**config.mk**
```make
export PLATFORM = sky130hd
export DESIGN_NAME = wandering_robot_motion_sequencer
export DESIGN_NICKNAME = d
export VERILOG_FILES = /design/src/rtl/wrms_pkg.sv /design/src/rtl/wrms_step.sv /design/src/rtl/wandering_robot_motion_sequencer.sv
export SDC_FILE = /design/constraint.sdc
export NUM_CORES = 2
export LEC_CHECK = 0
export ABC_AREA = 1
export BUFFER_PORTS_ARGS = -buffer_cell sky130_fd_sc_hd__buf_2
export CAP_MARGIN = 20
export CORE_ASPECT_RATIO = 0.6
export CORE_MARGIN = 5
export CORE_UTILIZATION = 40
export DETAILED_ROUTE_END_ITERATION = 7
export GPL_ROUTABILITY_DRIVEN = 0
export PLACE_DENSITY_LB_ADDON = 0.15
export SYNTH_ARGS = -nofsm -noshare
export SYNTH_HDL_FRONTEND = slang
export SYNTH_HIERARCHICAL = 1
export SYNTH_SLANG_ARGS = --single-unit
```
**constraint.sdc**
```tcl
create_clock -name clk -period 8.4 [get_ports clk]
set_input_delay 0.42 -clock clk [delete_from_list [all_inputs] [get_ports clk]]
set_output_delay 0.42 -clock clk [all_outputs]
set_load 0.01 [all_outputs]
```
**src/rtl/wrms_pkg.sv**
```systemverilog
`timescale 1ns / 1ps
`default_nettype none
// ----------------------------------------------------------------------------
// wrms_pkg
// Shared types, mode codes, register indexes and wheel commands for the
// wandering robot motion sequencer.
// ----------------------------------------------------------------------------
package wrms_pkg;

  localparam int TIME_BITS  = 32;
  localparam int REG_BITS   = 24;
  localparam int FRAC_BITS  = 16;
  localparam int PROD_BITS  = FRAC_BITS + REG_BITS;
  localparam int SPEED_BITS = 5;
  localparam int CFG_IDX_BITS = 3;

  typedef logic [TIME_BITS-1:0]         tick_t;
  typedef logic [REG_BITS-1:0]          span_t;
  typedef logic [FRAC_BITS-1:0]         frac_t;
  typedef logic signed [SPEED_BITS-1:0] speed_t;
  typedef logic [CFG_IDX_BITS-1:0]      cfg_index_t;

  typedef enum logic [1:0] {
    MODE_FORWARD = 2'd0,
    MODE_LONG    = 2'd1,
    MODE_NOISE   = 2'd2,
    MODE_SHORT   = 2'd3
  } mode_t;

  localparam cfg_index_t CFG_PERIOD_LONG   = 3'd0;
  localparam cfg_index_t CFG_PERIOD_NOISE  = 3'd1;
  localparam cfg_index_t CFG_DURATION_LONG = 3'd2;
  localparam cfg_index_t CFG_DURATION_SHORT = 3'd3;
  localparam cfg_index_t CFG_NOISE_MAX     = 3'd4;

  localparam span_t RST_PERIOD_LONG    = 24'd20000;
  localparam span_t RST_PERIOD_NOISE   = 24'd5000;
  localparam span_t RST_DURATION_LONG  = 24'd2150;
  localparam span_t RST_DURATION_SHORT = 24'd537;
  localparam span_t RST_NOISE_MAX      = 24'd1911;

  // wheel commands in eighths of full speed
  localparam speed_t SPEED_FULL     = 5'sd8;
  localparam speed_t SPEED_SPIN_FWD = 5'sd4;
  localparam speed_t SPEED_SPIN_REV = -5'sd4;
  localparam speed_t SPEED_VEER_OUT = 5'sd4;
  localparam speed_t SPEED_VEER_IN  = 5'sd3;

  typedef struct packed {
    span_t period_long;
    span_t period_noise;
    span_t duration_long;
    span_t duration_short;
    span_t noise_max;
  } cfg_t;

  typedef struct packed {
    mode_t mode;
    tick_t long_start;
    tick_t short_start;
    tick_t noise_start;
    span_t noise_length;
    logic  veer_right;
  } motion_state_t;

  // wrap-safe elapsed time test: strictly past the span
  function automatic logic is_due(tick_t now, tick_t start, span_t span);
    tick_t diff;
    diff = now - start;
    return diff > tick_t'(span);
  endfunction

endpackage
`default_nettype wire

```
**src/rtl/wrms_step.sv**
```systemverilog
`timescale 1ns / 1ps
`default_nettype none
// ----------------------------------------------------------------------------
// wrms_step
// Next-state and wheel command logic for one tick of the motion sequencer.
// ----------------------------------------------------------------------------
module wrms_step
  import wrms_pkg::*;
(
  input  tick_t         now,
  input  motion_state_t state,
  input  cfg_t          cfg,
  input  logic          front_bump,
  input  logic          top_bump,
  input  frac_t         random_fraction,
  input  logic          random_side,
  output motion_state_t state_next,
  output speed_t        left_speed,
  output speed_t        right_speed
);

  logic [PROD_BITS-1:0] product;
  span_t                noise_len_new;

  assign product       = PROD_BITS'(random_fraction) * PROD_BITS'(cfg.noise_max);
  assign noise_len_new = product[PROD_BITS-1:FRAC_BITS];

  always_comb begin
    state_next  = state;
    left_speed  = SPEED_FULL;
    right_speed = SPEED_FULL;

    // forward: later checks override earlier ones
    if (state_next.mode == MODE_FORWARD) begin
      left_speed  = SPEED_FULL;
      right_speed = SPEED_FULL;
      if (is_due(now, state.long_start, cfg.period_long)) begin
        state_next.long_start = now;
        state_next.mode       = MODE_LONG;
      end
      if (is_due(now, state.noise_start, cfg.period_noise)) begin
        state_next.noise_start  = now;
        state_next.noise_length = noise_len_new;
        state_next.veer_right   = random_side;
        state_next.mode         = MODE_NOISE;
      end
      if (front_bump) begin
        state_next.long_start = now;
        state_next.mode       = MODE_LONG;
      end
      if (top_bump) begin
        state_next.short_start = now;
        state_next.mode        = MODE_SHORT;
      end
    end

    if (state_next.mode == MODE_LONG) begin
      left_speed  = SPEED_SPIN_FWD;
      right_speed = SPEED_SPIN_REV;
      if (is_due(now, state_next.long_start, cfg.duration_long)) begin
        state_next.mode = MODE_FORWARD;
      end
    end

    if (state_next.mode == MODE_SHORT) begin
      left_speed  = SPEED_SPIN_FWD;
      right_speed = SPEED_SPIN_REV;
      if (is_due(now, state_next.short_start, cfg.duration_short)) begin
        state_next.mode = MODE_FORWARD;
      end
    end

    // a front bump here changes the mode and restarts the long spin time, the veer wheels stay
    if (state_next.mode == MODE_NOISE) begin
      if (state_next.veer_right) begin
        left_speed  = SPEED_VEER_OUT;
        right_speed = SPEED_VEER_IN;
      end else begin
        left_speed  = SPEED_VEER_IN;
        right_speed = SPEED_VEER_OUT;
      end
      if (is_due(now, state_next.noise_start, state_next.noise_length)) begin
        state_next.mode = MODE_FORWARD;
      end
      if (front_bump) begin
        state_next.long_start = now;
        state_next.mode       = MODE_LONG;
      end
    end
  end

endmodule
`default_nettype wire

```
**src/rtl/wandering_robot_motion_sequencer.sv**
```systemverilog
`timescale 1ns / 1ps
`default_nettype none
// a result is in the output register the cycle after its tick is accepted
// throughput: one tick per cycle while the output drains, set by the single output register stage
// the input side stalls only while a finished result waits on the output side
// reset (rst, synchronous, active high) restores the register defaults, clears
// the tick counter and all turn start times and returns the mode to forward
// ----------------------------------------------------------------------------
// wandering_robot_motion_sequencer
// Per-tick motion mode sequencer for a wandering ground robot: periodic long
// spins, random noise veers and bump-triggered spins, with wheel commands.
// ----------------------------------------------------------------------------
module wandering_robot_motion_sequencer
  import wrms_pkg::*;
(
  input  logic        clk,
  input  logic        rst,
  // configuration write channel
  input  logic        cfg_valid,
  output logic        cfg_ready,
  input  cfg_index_t  cfg_index,
  input  span_t       cfg_data,
  // tick input: front_bump[0], top_bump[1], random_fraction[17:2],
  // random_side[18], zero fill [23:19]
  input  logic        s_axis_tvalid,
  output logic        s_axis_tready,
  input  logic [23:0] s_axis_tdata,
  // result: motion_mode[1:0], left_speed[6:2], right_speed[11:7],
  // zero fill [15:12]
  output logic        m_axis_tvalid,
  input  logic        m_axis_tready,
  output logic [15:0] m_axis_tdata
);

  cfg_t          cfg;
  tick_t         tick_now;
  motion_state_t state;
  motion_state_t state_next;
  speed_t        left_next;
  speed_t        right_next;
  mode_t         out_mode;
  speed_t        out_left;
  speed_t        out_right;
  logic          in_xfer;

  // input field unpacking
  logic  front_bump;
  logic  top_bump;
  frac_t random_fraction;
  logic  random_side;

  assign front_bump      = s_axis_tdata[0];
  assign top_bump        = s_axis_tdata[1];
  assign random_fraction = s_axis_tdata[17:2];
  assign random_side     = s_axis_tdata[18];

  // registers are always writable; writes must arrive only while idle, which the block does not enforce
  assign cfg_ready = 1'b1;

  always_ff @(posedge clk) begin
    if (rst) begin
      cfg.period_long    <= RST_PERIOD_LONG;
      cfg.period_noise   <= RST_PERIOD_NOISE;
      cfg.duration_long  <= RST_DURATION_LONG;
      cfg.duration_short <= RST_DURATION_SHORT;
      cfg.noise_max      <= RST_NOISE_MAX;
    end else if (cfg_valid && cfg_ready) begin
      unique case (cfg_index)
        CFG_PERIOD_LONG:    cfg.period_long    <= cfg_data;
        CFG_PERIOD_NOISE:   cfg.period_noise   <= cfg_data;
        CFG_DURATION_LONG:  cfg.duration_long  <= cfg_data;
        CFG_DURATION_SHORT: cfg.duration_short <= cfg_data;
        CFG_NOISE_MAX:      cfg.noise_max      <= cfg_data;
        default: ;  // unused indexes are dropped
      endcase
    end
  end

  // output register frees up when it is empty or being drained
  assign s_axis_tready = !m_axis_tvalid || m_axis_tready;
  assign in_xfer       = s_axis_tvalid && s_axis_tready;

  wrms_step u_step (
    .now             (tick_now),
    .state           (state),
    .cfg             (cfg),
    .front_bump      (front_bump),
    .top_bump        (top_bump),
    .random_fraction (random_fraction),
    .random_side     (random_side),
    .state_next      (state_next),
    .left_speed      (left_next),
    .right_speed     (right_next)
  );

  // motion state and tick counter advance once per accepted tick
  always_ff @(posedge clk) begin
    if (rst) begin
      tick_now           <= '0;
      state.mode         <= MODE_FORWARD;
      state.long_start   <= '0;
      state.short_start  <= '0;
      state.noise_start  <= '0;
      state.noise_length <= '0;
      state.veer_right   <= 1'b0;
    end else if (in_xfer) begin
      tick_now <= tick_now + tick_t'(1);
      state    <= state_next;
    end
  end

  // result register
  always_ff @(posedge clk) begin
    if (rst) begin
      m_axis_tvalid <= 1'b0;
    end else if (in_xfer) begin
      m_axis_tvalid <= 1'b1;
    end else if (m_axis_tready) begin
      m_axis_tvalid <= 1'b0;
    end
  end

  always_ff @(posedge clk) begin
    if (in_xfer) begin
      out_mode  <= state_next.mode;
      out_left  <= left_next;
      out_right <= right_next;
    end
  end

  assign m_axis_tdata = {4'b0000, out_right, out_left, out_mode};

endmodule
`default_nettype wire

```
After elaboration in Yosys (flattened, before gate mapping)

Cells that the tools add are included.

Register bits: 288
Latch bits: 0
Bits in writable memories: 0
ROM bits: 0
Output and inout bits: 19
Word-level logic and storage cells: 70
Memories: 0

Add/sub/neg operators: 6
Multiply operators: 1
Divide/modulo/power cells: 0
$lt $le $gt $ge: 5
Eq/ne operators: 7
Shift-type cells: 0
Muxes and demuxes: 24
Bitwise logic cells: 0
Reduce and logical (&&, ||, !) cells: 11

Operator list:

| kind                    | number |
|---|---|
| $gt A32 B24 Y1          | 5 |
| $sub A32 B32 Y32        | 5 |
| $mux W34                | 4 |
| $mux W123               | 1 |
| $mux W57                | 1 |
| $mul A16 B24 Y40        | 1 |
| $add A32 B1 Y32 const B | 1 |
| $mux W32                | 1 |
| $mux W5                 | 4 |
| $mux W2                 | 7 |
| $reduce_and A2 Y1       | 5 |
| $mux W4                 | 2 |
| $eq A3 B2 Y1 const B    | 2 |
| $mux W3                 | 2 |
| $eq A2 B2 Y1 const B    | 2 |
| $eq A3 B1 Y1 const B    | 1 |
| $eq A3 B3 Y1 const B    | 1 |
| $logic_not A3 Y1        | 1 |
| $eq A2 B1 Y1 const B    | 1 |
| $logic_not A2 Y1        | 1 |
| $mux W1                 | 2 |
| $reduce_bool A2 Y1      | 1 |
| $logic_and A1 B1 Y1     | 1 |
| $logic_not A1 Y1        | 1 |
| $logic_or A1 B1 Y1      | 1 |

Depth between registers and ports, before layout

Word-level depth: 16
Gate-level depth with buffers: 62

Modules after synthesis

The synthesis kept the hierarchy.

By module, submodules not included:

| module                           | times used | cells an instance | area each (sq um) |
|---|---|---|---|
| wrms_step                        | 1          | 4,364             | 27,219.9 |
| wandering_robot_motion_sequencer | 1          | 1,373             | 10,558.9 |

Worst setup path before layout

OpenSTA, ideal clock, no wires.

Path type: register to register
Start: register cfg[10] (netlist name)
End: register state[122] (netlist name)
Data arrival time: 7.262 ns
Data required time: 8.336 ns
Setup slack: 1.074 ns
Cell stages (with the launch flop): 47
Clock period less this slack: 7.326 ns
Cells stage by stage: dfxtp_1 > clkbuf_1 > clkbuf_1 > nand2_1 > fa_1 > inv_1 > fa_1 > inv_1 > fa_1 > fa_1 > inv_1 > fa_1 > inv_1 > fa_1 > inv_1 > ha_1 > nand2_1 > nor2_1 > [11 not listed] > ha_1 > a21oi_1 > o21ai_0 > nand3_1 > nand2_1 > nand3_1 > nand3_1 > nand2_1 > nand2_1 > nand2_1 > nand3_1 > nor2_1 > nand3_1 > nor2_1 > nand3_1 > a21oi_1 > o21ai_0 > nor2_1

==> impl_metrics.tcl <==
set metrics [dict create \
    area_delta_synth_final_pct 21.1 \
    rr_startpoint "tick_now[0]" \
    drt_first_pass_iters 8 \
    synthCells 5737 \
    drive_gt1_share_pct 16.3 \
    path_buf_inv 10 \
    path_max_fanout 10 \
    worstPathArrival_ps 8840 \
    drc_errors 0 \
    clk_latency_ps 600 \
    finalCritPeriodShare_pct 98.9 \
    startpoint_type "flop" \
    power_density_nw_per_um2 258 \
    ant_nets 0 \
    cp.depth 55 \
    outcome "finished clean" \
    rrSetupSlack_ps 90 \
    wl_mm 148 \
    dr_total_vias 38884 \
    synth.cell_area_um2 37800 \
    synth-seq-area-share_pct 15.6 \
    async_flop_share_pct 0 \
    yosysTopAreaCell "fa_1" \
    initial_utilization_pct 40.3 \
    ioPinCount 75 \
    cts_htree_levels 2 \
    num_rows 87 \
    timing.critical_path.from "tick_now[0]" \
    vias_per_cell 5.24 \
    slew_headroom_pct 22.1 \
    fin_skew_ps 44.3 \
    synth_common_cells "nand2_1, inv_1, nor2_1, o21ai_0, ha_1" \
    synth-seq-cells 288 \
    pwr-share-seq_pct 12.9 \
    internal-power_mw 6.00 \
    grt_pass1_vias 33950 \
    setup_viol_count_final 0 \
    crit_end "state[93]" \
    combPwrFrac_pct 73.0 \
    cts_tree "done" \
    max_slew.worst_pin.slew_ps 1170 \
    end_kind "flop" \
    grt_setup_unrepaired "true" \
    leakagePower_nw 23.7 \
    crit_top_cell "nand2_2" \
    final-hold-violation-count 0 \
    finalNetCount 6898 \
    critical_path.top_delay_family "simple AND/OR/NAND/NOR gates" \
    numCtsBuffers 35 \
    yosys.area.top_type_share_pct 16.4 \
    wire_per_inst_um 20.0 \
    clkSinkCount 288 \
    min_period_ps 8310 \
    yosys.cell_types.count 56 \
    dieHeight_um 248 \
    post_dp_cell_area_um2 42400 \
    die_width_um 407 \
    power_mw 11.8 \
    cp_slowest_stage_delay_ps 390 \
    grt_first_pass_wirelength_mm 217 \
    coreArea_um2 93800 \
    synth_edf_count 12 \
    finalSetupTns_ps 0 \
    clkPwrFrac_pct 14.1 \
    slew_violations 0 \
    yosysMostFrequentCell "nand2_1" \
    cts.path.max_buffers 3 \
    antenna_found_initial 5 \
    yosys_warnings 6 \
    crit_slowest_cell "fa_2" \
    ys.flop_type "dfxtp_1" \
    post-dp-hpwl_mm 117 \
    timing.hold.ws_ps 164 \
    portBuffers 64 \
    cts_hold_buf 0 \
    fillers 9583 \
    peakVddDrop_uv 529 \
    p_sw_share_pct 49.2 \
    root_buffer "clkbuf_16" \
    final_area_um2 45700 \
    grt_usage_pct 28.3 \
    power.switching_mw 5.80 \
    crit_type "reg2reg" \
    avgSynthCellArea_um2 6.59 \
    grt_max_degree 94 \
    clock.fmax_mhz 120 \
    clk_pin_slew_ps 60 \
    cap_violations 0 \
    synth.top_cells.by_area "fa_1, dfxtp_1, nand2_1" \
    dieArea_um2 101000 \
    grt_overflow 0 \
    timing.rr.end "state[93]" \
    drtIter0Drc 4498 \
    reg2reg_depth 55 \
    cp.required_ps 8930 \
    min-delay-path-class "in2reg" \
]
==> cells by family after synthesis <==
logic type | share of synthesized area (%)
and+or+nand+nor | 26.6
buffers and inverters | 12.6
AOI/OAI and AO/OA | 12.7
adders and majority gates | 29.2
DFF | 15.6
xor gates and xnor gates | 3.29
other | 0.0298
==> stage by stage <==
stage                     util, %  setup slack (ps)  cells
after floorplan                 -              1070   5740
after global placement       45.2              -308   7316
after detailed placement     45.2              -433   7316
after CTS                    46.9             -20.2   7389
after global routing         48.7              -168   7415
final                        48.8              93.5   7417
==> registers in the layout, indices dropped and copies added (netlist names) <==
register       count
out_mode           2
cfg              120
tick_now          32
out_right          5
m_axis_tvalid      1
state            123
out_left           5
==> placed cells by master (no fill, tap or decap), types with 81 or more instances in the layout <==
cell,n
fa_1,305
dfxtp_1,251
nor2_1,667
inv_1,1000
ha_1,339
xor2_1,81
o21ai_0,383
nand3_1,180
buf_4,460
a21oi_1,268
nand2_1,1354
==> per-layer routing <==
metal  routed length, µm  GRT usage (%)
met1               76800           48.1
met2               48600           32.2
met3               20700           10.8
met4                1570           3.08
met5                 384           2.09
==> final cells by class <==
cell class,instances,area [µm²],share of cell area [%]
Inverter,1023,3850,8.42
Clock buffer,42,963,2.11
Tap cell,1246,1560,3.41
Sequential cell,288,5930,13.0
Timing Repair Buffer,575,4580,10.0
Antenna cell,2,5.00,0.0109
Multi-Input combinational cell,4223,28600,62.6
Clock inverter,18,226,0.495
==> power by group through the flow <==
stage	logic, mW	registers [mW]	clock network [mW]
floorplan	4.83	1.54	0
global placement	7.73	1.55	0
detailed placement	7.78	1.55	0
CTS	7.87	1.52	1.69
global route	9.54	1.54	1.74
finish	8.61	1.53	1.66
==> worst min-delay path by stage <==
stage	slack, ps	from	endpoint	depth (start not counted)
3_5_place_dp	460	cfg[59]	cfg[59]	2
6_report	160	s_axis_tvalid	m_axis_tvalid	3
5_1_grt	160	s_axis_tvalid	m_axis_tvalid	3
4_1_cts	130	s_axis_tvalid	m_axis_tvalid	3
3_3_place_gp	440	cfg[106]	cfg[106]	2
2_1_floorplan	430	cfg[101]	cfg[101]	2
==> worst reg2reg max path, delay by kind of cell (launching register included) <==
family | cells | cell delay [ps]
adder cells (fa/ha/maj) | 5 | 1390
flip-flops | 1 | 330
XOR/XNOR | 2 | 330
AO/OA/AOI/OAI | 7 | 1120
buffers and inverters | 10 | 1330
AND/OR/NAND/NOR | 31 | 3750
==> repair_timing <==
action | in CTS | in global routing
gates cloned | 2 | 3
gates resized for setup | 52 | 380
setup buffers | 12 | 29
pin swaps | 20 | 128
setup endpoints to repair | 43 | 43
(Power assumes the default switching activity.)
